===== src/hdl/bfm_pkg.sv =====
// bfm_pkg: shared types and constants of the tape-language stepping machine
// no dependencies
`default_nettype none

package bfm_pkg;

  localparam int unsigned PROG_DEPTH = 1024;
  localparam int unsigned PROG_AW    = 10;
  localparam int unsigned PC_W       = 11;
  localparam int unsigned DATA_DEPTH = 32;
  localparam int unsigned DATA_AW    = 5;
  localparam int unsigned PADDR_W    = 3;

  localparam logic [7:0] OP_RIGHT = 8'h3E;
  localparam logic [7:0] OP_LEFT  = 8'h3C;
  localparam logic [7:0] OP_INC   = 8'h2B;
  localparam logic [7:0] OP_DEC   = 8'h2D;
  localparam logic [7:0] OP_OUT   = 8'h2E;
  localparam logic [7:0] OP_IN    = 8'h2C;
  localparam logic [7:0] OP_OPEN  = 8'h5B;
  localparam logic [7:0] OP_CLOSE = 8'h5D;

  typedef enum logic [1:0] {
    CMD_WRITE   = 2'd0,
    CMD_EXEC    = 2'd1,
    CMD_READ    = 2'd2,
    CMD_RESTART = 2'd3
  } cmd_e;

  typedef enum logic [1:0] {
    ST_RUN   = 2'd0,
    ST_HALT  = 2'd1,
    ST_FAULT = 2'd2
  } status_e;

  typedef struct packed {
    cmd_e        cmd;
    logic [9:0]  addr;
    logic [7:0]  prog_byte;
    logic [7:0]  in_value;
  } req_t;

  typedef struct packed {
    status_e            status;
    logic               out_valid;
    logic signed [7:0]  out_value;
    logic [10:0]        pc_now;
  } rsp_t;

endpackage

`default_nettype wire


===== src/hdl/bfm_cfg.sv =====
// bfm_cfg: register port holding the program length; its run-length output is clamped to the store size
// depends on bfm_pkg
`default_nettype none

module bfm_cfg
  import bfm_pkg::*;
(
  input  logic               clk_i,
  input  logic               rst_ni,
  input  logic               psel,
  input  logic               penable,
  input  logic               pwrite,
  input  logic [PADDR_W-1:0] paddr,
  input  logic [31:0]        pwdata,
  output logic [31:0]        prdata,
  output logic               pready,
  output logic [PC_W-1:0]    run_len_o
);

  localparam logic REG_PROG_LEN = 1'b0;

  logic [PC_W-1:0] len_q, len_d;
  logic            wr_en;

  assign pready = 1'b1;
  assign wr_en  = psel && penable && pwrite && (paddr[2] == REG_PROG_LEN);

  always_comb begin
    len_d = len_q;
    if (wr_en) begin
      len_d = pwdata[PC_W-1:0];
    end
  end

  always_ff @(posedge clk_i or negedge rst_ni) begin
    if (!rst_ni) begin
      len_q <= '0;
    end else begin
      len_q <= len_d;
    end
  end

  assign prdata    = (paddr[2] == REG_PROG_LEN) ? 32'(len_q) : '0;
  assign run_len_o = (len_q > PC_W'(PROG_DEPTH)) ? PC_W'(PROG_DEPTH) : len_q;

endmodule

`default_nettype wire


===== config.mk =====
export PLATFORM = sky130hd
export DESIGN_NAME = bfm_cfg
export DESIGN_NICKNAME = d
export VERILOG_FILES = /design/src/hdl/bfm_pkg.sv /design/src/hdl/bfm_cfg.sv
export SDC_FILE = /design/constraint.sdc
export NUM_CORES = 1
export LEC_CHECK = 0
export ABC_AREA = 1
export BUFFER_PORTS_ARGS = -buffer_cell sky130_fd_sc_hd__buf_2
export CAP_MARGIN = 20
export CORE_MARGIN = 2
export CORE_UTILIZATION = 31
export CTS_BUF_LIST = sky130_fd_sc_hd__clkbuf_2 sky130_fd_sc_hd__clkbuf_4 sky130_fd_sc_hd__clkbuf_8
export DETAILED_ROUTE_END_ITERATION = 8
export GPL_TIMING_DRIVEN = 0
export PLACE_DENSITY = 0.86
export REMOVE_ABC_BUFFERS = 1
export SYNTH_ARGS = -nofsm -noshare
export SYNTH_HDL_FRONTEND = slang
export SYNTH_SLANG_ARGS = --single-unit

===== constraint.sdc =====
create_clock -name clk_i -period 1 [get_ports clk_i]
set_clock_uncertainty 0.1 [all_clocks]
set_input_delay 0.15 -clock clk_i [delete_from_list [all_inputs] [get_ports clk_i]]
set_output_delay 0.15 -clock clk_i [all_outputs]
set_load 0.03 [all_outputs]

==> metrics.json <==
{
  "outcome": "finished with violations",
  "failing_checks": "negative setup slack",
  "timing.setup.critical_path_class": "reg -> out",
  "gr-usage-all-layers_pct": 12.3,
  "timing.final.crit_period_ns": 1.67,
  "registers.top_by_ff_count": "len_q",
  "timing.critical_path.buf_inv": 1,
  "design.core.area_um2": 2250,
  "largest_register_ffs": 11,
  "leakagePower_nw": 0.580,
  "finalCritPeriodShare_pct": 167,
  "finalWeightedCongestion": 0.655,
  "route.detailed.drc": 0,
  "yosys_warnings": 0,
  "grt_setup_unrepaired": "yes",
  "gr-total-overflow": 0,
  "finalHoldViolCount": 0,
  "layout.nets": 185,
  "initial_core_utilization_pct": 33.7,
  "drt_pass1_iterations": 3,
  "synth-seq-cells": 11,
  "io_pins": 84,
  "layout-drive-gt1-share_pct": 47.2,
  "grt_first_pass_wirelength_um": 2600,
  "wl_um": 1910,
  "cts.reportedPaths.clkPinSlew_ns": 0.07,
  "via_count": 718,
  "clkPwrFrac_pct": 17.1,
  "synth_cell_types": 14,
  "cts_root_buf": "sky130_fd_sc_hd__clkbuf_4",
  "first_global_vias": 589,
  "avgSynthCellArea_um2": 7.37,
  "max-cap-violations": 0,
  "slowest_stage": "sky130_fd_sc_hd__dfrtp_1",
  "max-clock-path-buffers": 2,
  "switching_share_pct": 46.2,
  "crit_family": "simple AND/OR/NAND/NOR gates",
  "tritoncts_clock_tree": "built",
  "peakVddDrop_v": 0.000919,
  "hold_ws_ns": 0.0274,
  "grt_max_degree": 23,
  "critical_path_peak_fanout": 5,
  "synth_sequential_area_ratio_pct": 36.2,
  "drv_slew": 0,
  "share_comb_of_total_power_pct": 52.6,
  "core.rowCount": 17,
  "power_density_nw_per_um2": 1810,
  "ant_nets": 0,
  "min-delay-path-class": "in -> reg",
  "die-area_um2": 2860,
  "antennaDiodeCount": 0,
  "finalSetupViolCount": 22,
  "cts.htree.levels": 1,
  "starting_drt_drc_count": 1,
  "critical_path.cell_chain": "nor2_2, nand3_2, nor2_4, nor2_2, nor2_1, buf_4",
  "insertion_delay_ns": 0.26,
  "timing.critical_path.arrival_ns": 1.42,
  "tritoncts_num_sinks": 11,
  "fp.dieH_um": 53.5,
  "fmax_mhz": 600,
  "worst_path_most_repeated_cell": "sky130_fd_sc_hd__nor2_2",
  "via_per_inst": 4.17,
  "wl_met1_um": 732,
  "dpl_worst_slack_ns": -0.393,
  "top_metal_layer_carrying_routed_signals": "met4",
  "route.met2.wl_um": 1040,
  "grt_antenna_before_repair": 0,
  "synth.cell_area_um2": 759,
  "critPathMaxStageDelay_ns": 0.40,
  "cts_inserted_buffers": 3,
  "layout_setup_ws_ns": -0.668,
  "cp-start-kind": "register",
  "finish.utilization_pct": 47.5,
  "dp_hpwl_um": 1240,
  "port-buffer-count": 38,
  "worst_ep_required_time_ns": 0.75,
  "area_growth_syn_to_layout_pct": 41.0,
  "report.power.total_w": 0.00194,
  "p_int_w": 0.00104,
  "p_switching_w": 0.000896,
  "dr_wl_met3_um": 126,
  "routedWlPerCell_um": 11.1,
  "biggestRegsByFlops": "len_q x11",
  "seq_power_share_pct": 30.3,
  "syn-instance-count": 103,
  "die-width_um": 53.5,
  "critPathCaptureType": "output pin"
}
## cell usage in the layout, fill, tap and decap left out
cell type | synthesis | layout
sky130_fd_sc_hd__buf_4 | 22 | 18
sky130_fd_sc_hd__a21oi_1 | 10 | 10
sky130_fd_sc_hd__buf_6 | 2 | 6
sky130_fd_sc_hd__inv_1 | 11 | 3
sky130_fd_sc_hd__a21oi_2 | 1 | 1
sky130_fd_sc_hd__buf_2 | 1 | 16
sky130_fd_sc_hd__nor2_4 | 0 | 4
sky130_fd_sc_hd__nand3_1 | 2 | 1
sky130_fd_sc_hd__dfrtp_1 | 11 | 11
sky130_fd_sc_hd__nor2_2 | 1 | 7
sky130_fd_sc_hd__conb_1 | 2 | 22
sky130_fd_sc_hd__nand4_4 | 1 | 2
sky130_fd_sc_hd__inv_2 | 1 | 9
sky130_fd_sc_hd__nor2_1 | 37 | 28
sky130_fd_sc_hd__dlygate4sd3_1 | 0 | 1
sky130_fd_sc_hd__nand3_2 | 0 | 1
sky130_fd_sc_hd__clkbuf_4 | 0 | 4
## final timing paths
kind	to	slack, ns	from	cells past startpoint
worst max-delay path	run_len_o[9]	-0.67	len_q[4]	6
worst min-delay path	len_q[5]	0.03	pwdata[5]	3
worst max register to register	len_q[1]	0.15	len_q[1]	3
worst min register to register	len_q[8]	0.44	len_q[8]	2
max in group asynchronous	len_q[1]	0.41	rst_ni	2
min in group asynchronous	len_q[8]	0.18	rst_ni	2
## cell type report
type                    count  area, um2
clock buffers               4       30.0
fillers                   244       1180
inverters                  12       45.0
multi-input cells          76        393
flip-flops and latches     11        275
well taps                  28       35.0
repair buffers             41        293
## power by group through the flow
stage,clock [W],combinational [W],sequential (W)
final,0.000332,0.00102,0.000588
after CTS,0.000337,0.000935,0.000575
after floorplan,0,0.000592,0.000581
after global routing,0.000353,0.00110,0.000599
after global placement,0,0.000816,0.000570
after detailed placement,0,0.000824,0.000574
## logic make-up after synthesis
family / share of synthesized area (%)
AND/OR/NAND/NOR: 23.2
buffers and inverters: 31.8
AO/OA/AOI/OAI: 7.74
flip-flops: 36.2
other: 0.989
## worst min-delay path, stage by stage
cell,delay [ns]
sky130_fd_sc_hd__buf_2,0.07
sky130_fd_sc_hd__nor2_1,0.04
sky130_fd_sc_hd__a21oi_2,0.09
## timing repair
action,CTS,global route
pin swaps,0,4
hold buffers,1,0
resized for setup,33,18
endpoints found under the setup margin,22,25
endpoints found under the hold margin,11,0
cloned,0,2
buffers inserted,0,2
## synthesized netlist by cell type, drive strengths merged
library cell  count  share of area [%]
dfrtp            11                 36
nand3             2                1.3
conb              2               0.99
buf              25                 25
nor2             38                 19
inv              12                5.9
a21oi            11                7.7
clkbuf            1               0.49
nand4             1                2.8
## stage by stage
stage	instances	instance area (um2)	setup TNS, ns
2_1_floorplan	97	638	-4.39
3_3_place_gp	163	863	-5.37
3_5_place_dp	163	863	-5.47
4_1_cts	168	976	-8.26
5_1_grt	172	1070	-10.33
6_report	172	1070	-8.71
## layer usage
metal	global-route usage, %	up-vias
met5	0	-
met4	3.85	0
met3	2.54	2
met2	21.4	29
met1	14.9	338
li1	-	349
(Power assumes the default switching activity.)
