==> config.mk <==
export PLATFORM = sky130hd
export DESIGN_NAME = bfm_ram
export DESIGN_NICKNAME = d
export VERILOG_FILES = /design/src/hdl/bfm_ram.sv
export SDC_FILE = /design/constraint.sdc
export NUM_CORES = 1
export LEC_CHECK = 0
export BUFFER_PORTS_ARGS = -buffer_cell sky130_fd_sc_hd__buf_2
export CORE_ASPECT_RATIO = 1.1
export CORE_UTILIZATION = 35
export DETAILED_ROUTE_END_ITERATION = 7
export PLACE_DENSITY = 0.56
export SYNTH_ARGS = -nofsm -noshare
export SYNTH_HDL_FRONTEND = slang
export SYNTH_SLANG_ARGS = --single-unit
==> constraint.sdc <==
create_clock -name clk_i -period 2.1 [get_ports clk_i]
set_clock_uncertainty 0.15 [all_clocks]
set_input_delay 0.105 -clock clk_i [delete_from_list [all_inputs] [get_ports clk_i]]
set_output_delay 0.105 -clock clk_i [all_outputs]
set_load 0.01 [all_outputs]
==> src/hdl/bfm_ram.sv <==
// bfm_ram: generic single-write, single-read memory with registered read data
// no dependencies
`default_nettype none

module bfm_ram #(
  parameter int unsigned WIDTH = 8,
  parameter int unsigned DEPTH = 32
) (
  input  logic                     clk_i,
  input  logic                     we_i,
  input  logic [$clog2(DEPTH)-1:0] waddr_i,
  input  logic [WIDTH-1:0]         wdata_i,
  input  logic [$clog2(DEPTH)-1:0] raddr_i,
  output logic [WIDTH-1:0]         rdata_o
);

  logic [WIDTH-1:0] mem_q [DEPTH];
  logic [WIDTH-1:0] rdata_q;

  always_ff @(posedge clk_i) begin
    if (we_i) begin
      mem_q[waddr_i] <= wdata_i;
    end
    rdata_q <= mem_q[raddr_i];
  end

  assign rdata_o = rdata_q;

endmodule

`default_nettype wire

==> results of run 1 <==
-- registers in the layout (all words and copies together), names as in the netlist --
signal	flops
rdata_o	8
mem_q	256
-- worst max-delay path by stage --
stage / startpoint / end / slack (ps) / cells after the start
2_1_floorplan: raddr_i[2] / rdata_o[0]$_DFF_P_ / 40 / 5
3_3_place_gp: raddr_i[0] / rdata_o[3]$_DFF_P_ / -130 / 6
3_5_place_dp: raddr_i[0] / rdata_o[5]$_DFF_P_ / -130 / 6
4_1_cts: mem_q[21][3]$_DFFE_PP_ / rdata_o[3]$_DFF_P_ / 110 / 3
5_1_grt: mem_q[21][7]$_DFFE_PP_ / rdata_o[7]$_DFF_P_ / 90 / 3
6_report: mem_q[4][3]$_DFFE_PP_ / rdata_o[3]$_DFF_P_ / 120 / 3
-- per-stage QoR --
stage | instances | instance area [sq um] | worst slack, ps | total power [W]
5_1_grt | 882 | 11800 | 94.2 | 0.0111
4_1_cts | 882 | 11800 | 108 | 0.0109
2_1_floorplan | 417 | 10100 | 42.6 | 0.00631
3_5_place_dp | 830 | 10900 | -132 | 0.00658
3_3_place_gp | 830 | 10900 | -130 | 0.00657
6_report | 882 | 11800 | 118 | 0.0108
-- cells by family (layout without fill, tap and decap cells) --
kind of cell	Yosys count	after routing
buf+inv	20	122
flops	264	264
mux	88	88
simple gates	45	45
-- critical path, stage by stage (launching register included) --
cell and delay, ps:
edfxtp_1 360, mux4_2 520, mux4_2 530, mux2_2 310
-- synthesized netlist by cell type (all sizes together) --
cell | n | area (sq um)
buf | 14 | 83.8
or3 | 1 | 6.26
mux2 | 8 | 90.1
or3b | 3 | 26.3
mux4 | 80 | 1800
edfxtp | 256 | 7690
nand3 | 2 | 10.0
dfxtp | 8 | 160
clkbuf | 6 | 22.5
nand2 | 1 | 3.75
nor2 | 33 | 124
nand3b | 5 | 37.5
-- area by class of cell --
type                    count  area share
multi-input cells         133       0.178
well taps                 363      0.0385
repair buffers             76      0.0495
flip-flops and latches    264       0.666
clock buffers              33      0.0601
clock inverters            13     0.00786
-- metal layers --
metal  global-route usage  part of all wire
met1                0.205              0.45
met5                    0                 0
met4               0.0385             0.017
met2                0.220              0.48
met3               0.0192             0.055
-- power by group --
part / internal, W / leakage, nW / switching (W)
logic: 0.000267 / 0.975 / 0.000311
registers: 0.00586 / 2.37 / 0.0000281
clock network: 0.00250 / 0.388 / 0.00183
-- timing repair --
| action | 4_1_cts | 5_1_grt |
|---|---|---|
| hold buffers | 6 | 0 |
| hold endpoints to repair | 129 | 0 |
| resized for setup | 0 | 0 |
==> qor.txt, run 1 <==
status - finished with violations
failing checks - hold timing
Seq cells post-synth - 264
Least-Margin Pin Slew - 641 ps
Distinct cells, synth - 15
nets - 521
r2r startpoint - mem_q[4][3]$_DFFE_PP_
worst skew pair latency - 520 ps
GR Overflow Total - 0
MaxCap Viol Count - 0
largest net degree at the start of global routing - 35
area used by multi-input combinational logic - 2100 sq um
Worst EP required - 2350 ps
TritonCTS buffer count - 26
Port Buffers - 27
xor/xnor share of the synthesized area - 0
Die Wd - 164 um
gp weighted congestion - 0.778
Reg2Reg Setup Slack - 120 ps
Max Root-Sink Buffers - 3
simple-gate share of the synthesized area - 0.0207
area added between synthesis and finish - 17.2%
post-synthesis compound-gate area fraction - 0
Final Cycle Share - 0.944
initial antenna violation count - 0
first-pass GRT wire length - 30200 um
critical setup path kind - reg2reg
FF-to-FF path depth - 3
Post-Syn Area - 10100 sq um
fraction of layout cells with a size suffix above 1 - 0.380
clock root buffer - clkbuf_16
Post-DRT Antenna Nets - 0
Critical Path Sink Type - flip-flop
number of global-route vias before repair - 4713
initial DRC count - 291
Pre-antenna DRT Iters - 4
antenna cell count - 0
Setup crit start kind - flip-flop
most frequent cells in the layout - 256 x edfxtp_1, 80 x mux4_2, 39 x buf_4
CP max FO - 1
Core Footprint - 28000 sq um
adder-cell share of the synthesized area - 0
FF/Latch Area - 7850 sq um
via count - 4469
Max VDD drop - 470 uV
post-synthesis mux area share - 0.188
die height - 180 um
overall routing resource usage - 0.140
DR vias/cell - 5.07
commonest non-fill, non-tap cell in the layout - edfxtp_1
FP Rows - 64
Syn. warnings - 0
Fin. Hold Viols - 1
I/O pin total - 28
HP Class - in2reg
filler cell count - 2392
final core utilization - 0.420
H-Tree Depth - 1
Synth Net Count - 437
syn_area_per_cell - 24.1 sq um
hold path cells - 1
Setup TNS Final - 0 ps
RSZ-0062 raised after global routing - false
Slew Limit Fails - 0
Clock Sinks - 264
Clock transition at path regs - 60 ps
Avg WL per Cell - 22.8 um
RR Endpoint - rdata_o[3]$_DFF_P_
Initial Util - 0.359
Post-CTS Repair Setup Buffers - 0
slew margin rel. - 0.573
power per cell area - 916 nW/um^2
Syn Inst Count - 417
WL final - 20100 um
Die Area - 29400 sq um
CTS tree - built
main combinational cell family by area after synthesis - multiplexers
static leakage power - 3.74 nW
arrival time at the worst endpoint - 2230 ps
Hold EP - mem_q[4][5]$_DFFE_PP_
Setup violations, final - 0
minimum clock period - 1980 ps
hold wc startpoint - wdata_i[5]
minimum hold slack - -0.353 ps
post-synthesis sequential area ratio - 0.781
highest clock rate - 505 MHz
DP HPWL - 13000 um
drc violations - 0
Power figures use the tool's default switching activity.
==> run 2: changes to the inputs <==
--- a/config.mk
+++ b/config.mk
@@ -9,7 +9,7 @@
 export CORE_ASPECT_RATIO = 1.1
 export CORE_UTILIZATION = 35
 export DETAILED_ROUTE_END_ITERATION = 7
-export PLACE_DENSITY = 0.56
+export PLACE_DENSITY = 0.54
 export SYNTH_ARGS = -nofsm -noshare
 export SYNTH_HDL_FRONTEND = slang
 export SYNTH_SLANG_ARGS = --single-unit
==> constraint.sdc (replaced) <==
create_clock -name clk_i -period 1.9 [get_ports clk_i]
set_clock_uncertainty 0.15 [all_clocks]
set_input_delay 0.095 -clock clk_i [delete_from_list [all_inputs] [get_ports clk_i]]
set_output_delay 0.095 -clock clk_i [all_outputs]
set_load 0.01 [all_outputs]
==> run 2 against run 1 <==
Compared with the run above:
- largest power group unchanged
- the run ends with hold timing, setup timing left
- critical path type unchanged
- largest cell class unchanged
- count of clock-buffer cells in the layout fell by 3
- core utilization rose by 0.26 points
- combinational power rose by 14%
- highest routed layer unchanged
==> qor.txt, run 2 (same netlist as run 1, synthesis figures left out) <==
status - finished with violations
failing checks - hold timing, setup timing
initial antenna violation count - 0
Slowest-stage cell, CP - mux4_2
crit-path cells - mux4_2, mux4_2, mux2_4
largest net degree at the start of global routing - 33
Clock transition at path regs - 60 ps
DP HPWL - 13900 um
Largest Register - mem_q
initial DRC count - 345
DR vias/cell - 5.08
Worst Slack Setup Final - -75.5 ps
arrival time at the worst endpoint - 2230 ps
Placed Area - 10900 sq um
gp weighted congestion - 0.739
Core Footprint - 28000 sq um
most frequent cells in the layout - 256 x edfxtp_1, 80 x mux4_2, 39 x buf_4
Setup TNS Final - -369 ps
Critical path buffers and inverters - 0
Setup violations, final - 8
Max Root-Sink Buffers - 3
WL final - 21100 um
fraction of layout cells with a size suffix above 1 - 0.385
Final Cycle Share - 1.04
Initial Util - 0.359
Setup crit start kind - flip-flop
Port Buffers - 27
die height - 180 um
Critical Path Sink Type - flip-flop
critical setup path kind - reg2reg
slew margin rel. - 0.549
I/O pin total - 28
CP max FO - 1
GR Overflow Total - 0
Critical Path Start - mem_q[5][5]$_DFFE_PP_
worst skew pair latency - 520 ps
CP peak stage delay - 550 ps
Post-DRT Antenna Nets - 0
largest delay contributor family on the critical path - multiplexers
power per cell area - 1040 nW/um^2
crit-path most repeated cell - mux4_2
hold wc startpoint - wdata_i[1]
area added between synthesis and finish - 18.0%
minimum hold slack - -16.0 ps
highest clock rate - 506 MHz
overall routing resource usage - 0.150
final core utilization - 0.423
RSZ-0062 raised after global routing - true
TritonCTS buffer count - 26
fin area - 11900 sq um
Slew Limit Fails - 0
MaxCap Viol Count - 0
filler cell count - 2408
H-Tree Depth - 1
commonest non-fill, non-tap cell in the layout - edfxtp_1
CTS tree - built
Pre-antenna DRT Iters - 4
Avg WL per Cell - 23.9 um
r2r startpoint - mem_q[5][5]$_DFFE_PP_
drc violations - 0
nets - 519
Max VDD drop - 530 uV
number of global-route vias before repair - 4761
minimum clock period - 1980 ps
FP Rows - 64
first-pass GRT wire length - 31700 um
Least-Margin Pin Slew - 677 ps
worst slack, placed - -390 ps
max FFs per register - 256
Worst EP required - 2160 ps
Clock Sinks - 264
Die Area - 29400 sq um
clock root buffer - clkbuf_16
via count - 4483
HP Class - in2reg
static leakage power - 3.78 nW
antenna cell count - 0
Die Wd - 164 um
Fin. Hold Viols - 40
run 2: worst register-to-register path, delay by kind of cell (launching register included):
family	cells	cell delay (ps)
multiplexers	3	1360
flip-flops	1	350
run 2: per-layer routing:
layer / GRT usage / share of wire / up-vias
met5: 0 / 0 / -
met4: 0.0389 / 0.016 / 0
met3: 0.0240 / 0.052 / 25
met2: 0.239 / 0.49 / 127
met1: 0.215 / 0.44 / 2389
li1: - / - / 1942
run 2: cell type report:
type                            count  area, sq um  share of cell area
Timing Repair Buffer               74          573              0.0483
Sequential cell                   264         7850               0.662
Clock buffer                       30          687              0.0579
Multi-Input combinational cell    133         2110               0.178
Tap cell                          363          454              0.0383
Clock inverter                     18          186              0.0157
run 2: report_power, final:
| part | switching (W) | internal [W] | total, W |
|---|---|---|---|
| Clock | 0.00205 | 0.00312 | 0.00517 |
| Sequential | 0.0000322 | 0.00648 | 0.00651 |
| Combinational | 0.000359 | 0.000301 | 0.000660 |
| Total | 0.00244 | 0.00990 | 0.0123 |
run 2: final timing paths:
kind                            slack, ps                     to  cells past startpoint
worst min-delay path                  -20  mem_q[0][1]$_DFFE_PP_                      1
worst max register to register        -80     rdata_o[5]$_DFF_P_                      3
worst max-delay path                  -80     rdata_o[5]$_DFF_P_                      3
worst min register to register        750     rdata_o[4]$_DFF_P_                      3
run 2: per-stage QoR:
stage | total power, W | std cells
after floorplan | 0.00698 | 417
after detailed placement | 0.00730 | 831
after global placement | 0.00728 | 831
after global routing | 0.0128 | 882
final | 0.0123 | 882
after CTS | 0.0125 | 882
run 2: repair_timing:
item,4_1_cts,5_1_grt
hold buffers,3,0
gates resized for setup,1,2
setup buffers,0,0
endpoints found under the hold margin,61,0
endpoints found under the setup margin,8,8
gates cloned,0,0
==> run 3: changes to the inputs <==
--- a/config.mk
+++ b/config.mk
@@ -6,10 +6,12 @@
 export NUM_CORES = 1
 export LEC_CHECK = 0
 export BUFFER_PORTS_ARGS = -buffer_cell sky130_fd_sc_hd__buf_2
+export CELL_PAD_IN_SITES_DETAIL_PLACEMENT = 1
+export CELL_PAD_IN_SITES_GLOBAL_PLACEMENT = 1
 export CORE_ASPECT_RATIO = 1.1
 export CORE_UTILIZATION = 35
 export DETAILED_ROUTE_END_ITERATION = 7
-export PLACE_DENSITY = 0.54
+export PLACE_DENSITY = 0.58
 export SYNTH_ARGS = -nofsm -noshare
 export SYNTH_HDL_FRONTEND = slang
 export SYNTH_SLANG_ARGS = --single-unit
==> run 3 against run 2 <==
Compared with the run above:
- the flow finishes with violations (setup timing)
- via count up 0.56%
- cell count down 0.45%
- critical path depth unchanged
- global-route usage up 0.28 points
- sequential cell count unchanged
- non-clock buffer count up 1
- sequential share of layout area up 0.34 points
- die area unchanged
- critical path type unchanged
- critical endpoint is now rdata_o[3]$_DFF_P_
- largest power group unchanged
- highest routed layer unchanged
==> qor.txt, run 3 (same netlist as run 1, synthesis figures left out) <==
FF-to-FF path depth - 3
Final Cycle Share - 1.03
critical setup path kind - reg2reg
MaxCap Viol Count - 0
commonest non-fill, non-tap cell in the layout - edfxtp_1
static leakage power - 3.75 nW
CP max FO - 1
RR Endpoint - rdata_o[3]$_DFF_P_
failing checks - setup timing
Max Root-Sink Buffers - 3
area added between synthesis and finish - 17.3%
Crit. path cell count - 3
nets - 519
I/O pin total - 28
Largest Register - mem_q
Post-CTS Repair Setup Buffers - 0
crit-path cells - mux4_2, mux4_2, mux2_4
hold path cells - 1
Die Area - 29400 sq um
Clock transition at path regs - 60 ps
Critical Path Sink Type - flip-flop
Slowest-stage cell, CP - mux4_2
H-Tree Depth - 1
minimum clock period - 1960 ps
filler cell count - 2620
Die Wd - 164 um
Least-Margin Pin Slew - 647 ps
Slew Limit Fails - 0
highest clock rate - 510 MHz
Worst EP required - 2150 ps
FP Rows - 64
drc violations - 0
Max VDD drop - 549 uV
HP Class - in2reg
Pre-antenna DRT Iters - 4
max FFs per register - 256
crit-path most repeated cell - mux4_2
Avg WL per Cell - 24.8 um
status - finished with violations
Setup crit start kind - flip-flop
worst slack, placed - -337 ps
non-filler instance count after layout - 878
Reg2Reg Setup Slack - -60 ps
slew margin rel. - 0.569
WL final - 21700 um
die height - 180 um
clock root buffer - clkbuf_16
placed insts - 829
largest delay contributor family on the critical path - multiplexers
largest net degree at the start of global routing - 33
Core Footprint - 28000 sq um
gp weighted congestion - 0.736
TritonCTS buffer count - 25
via count - 4508
most frequent cells in the layout - 256 x edfxtp_1, 80 x mux4_2, 36 x buf_4
Initial Util - 0.359
DR vias/cell - 5.13
Critical Path End - rdata_o[3]$_DFF_P_
first-pass GRT wire length - 32400 um
antenna cell count - 0
Post-DRT Antenna Nets - 0
initial antenna violation count - 0
initial DRC count - 396
Worst Slack Setup Final - -61.9 ps
CP peak stage delay - 550 ps
worst skew pair latency - 510 ps
fraction of layout cells with a size suffix above 1 - 0.373
DP HPWL - 13900 um
Clock Sinks - 264
overall routing resource usage - 0.153
number of global-route vias before repair - 4930
power per cell area - 1020 nW/um^2
arrival time at the worst endpoint - 2210 ps
RSZ-0062 raised after global routing - true
r2r startpoint - mem_q[26][3]$_DFFE_PP_
Setup violations, final - 8
Port Buffers - 27
Critical path buffers and inverters - 0
Fin. Hold Viols - 0
CTS tree - built
Critical Path Start - mem_q[26][3]$_DFFE_PP_
GR Overflow Total - 0
-- run 3: what timing repair did --
action / CTS / global route
setup endpoints to repair: 8 / 8
hold endpoints to repair: 124 / 0
gates resized for setup: 4 / 0
hold buffers: 6 / 0
-- run 3: worst reg2reg max path: cells and delay by family (launching register included) --
family,cells,cell delay [ps]
muxes,3,1330
DFF,1,380
-- run 3: metrics by stage --
stage	instance area [sq um]	hold WS, ps	total power (W)	util	setup TNS, ps
3_3_place_gp	10900	368	0.00727	0.390	-2150
6_report	11800	2.58	0.0120	0.421	-291
2_1_floorplan	10100	43.9	0.00698	-	0
3_5_place_dp	10900	350	0.00729	0.390	-2240
5_1_grt	11800	16.4	0.0124	0.421	-571
4_1_cts	11800	4.35	0.0121	0.421	-453
-- run 3: routing by layer --
| metal | GRT usage | wire [um] |
|---|---|---|
| met1 | 0.219 | 9580 |
| met2 | 0.245 | 10500 |
| met3 | 0.0235 | 1260 |
| met4 | 0.0378 | 366 |
| met5 | 0 | 0 |
-- run 3: worst min path at each step --
stage                       start                     end
2_1_floorplan          wdata_i[0]   mem_q[0][0]$_DFFE_PP_
5_1_grt                wdata_i[7]  mem_q[26][7]$_DFFE_PP_
3_5_place_dp   rdata_o[4]$_DFF_P_              rdata_o[4]
3_3_place_gp   rdata_o[6]$_DFF_P_              rdata_o[6]
6_report               wdata_i[3]  mem_q[26][3]$_DFFE_PP_
4_1_cts                wdata_i[3]  mem_q[12][3]$_DFFE_PP_
-- run 3: report_power, final --
part	internal [W]	leakage (nW)	total, W	switching [W]
registers	0.00647	2.37	0.00650	0.0000287
logic	0.000306	0.997	0.000662	0.000356
clock network	0.00281	0.382	0.00482	0.00201
total	0.00959	3.75	0.0120	0.00240
-- run 3: cell type report --
cell class | count | area (sq um) | share of cell area
repair buffers | 75 | 601 | 0.0509
multi-input cells | 133 | 2110 | 0.179
clock inverters | 13 | 136 | 0.0116
clock buffers | 30 | 644 | 0.0546
well taps | 363 | 454 | 0.0385
flip-flops and latches | 264 | 7850 | 0.665
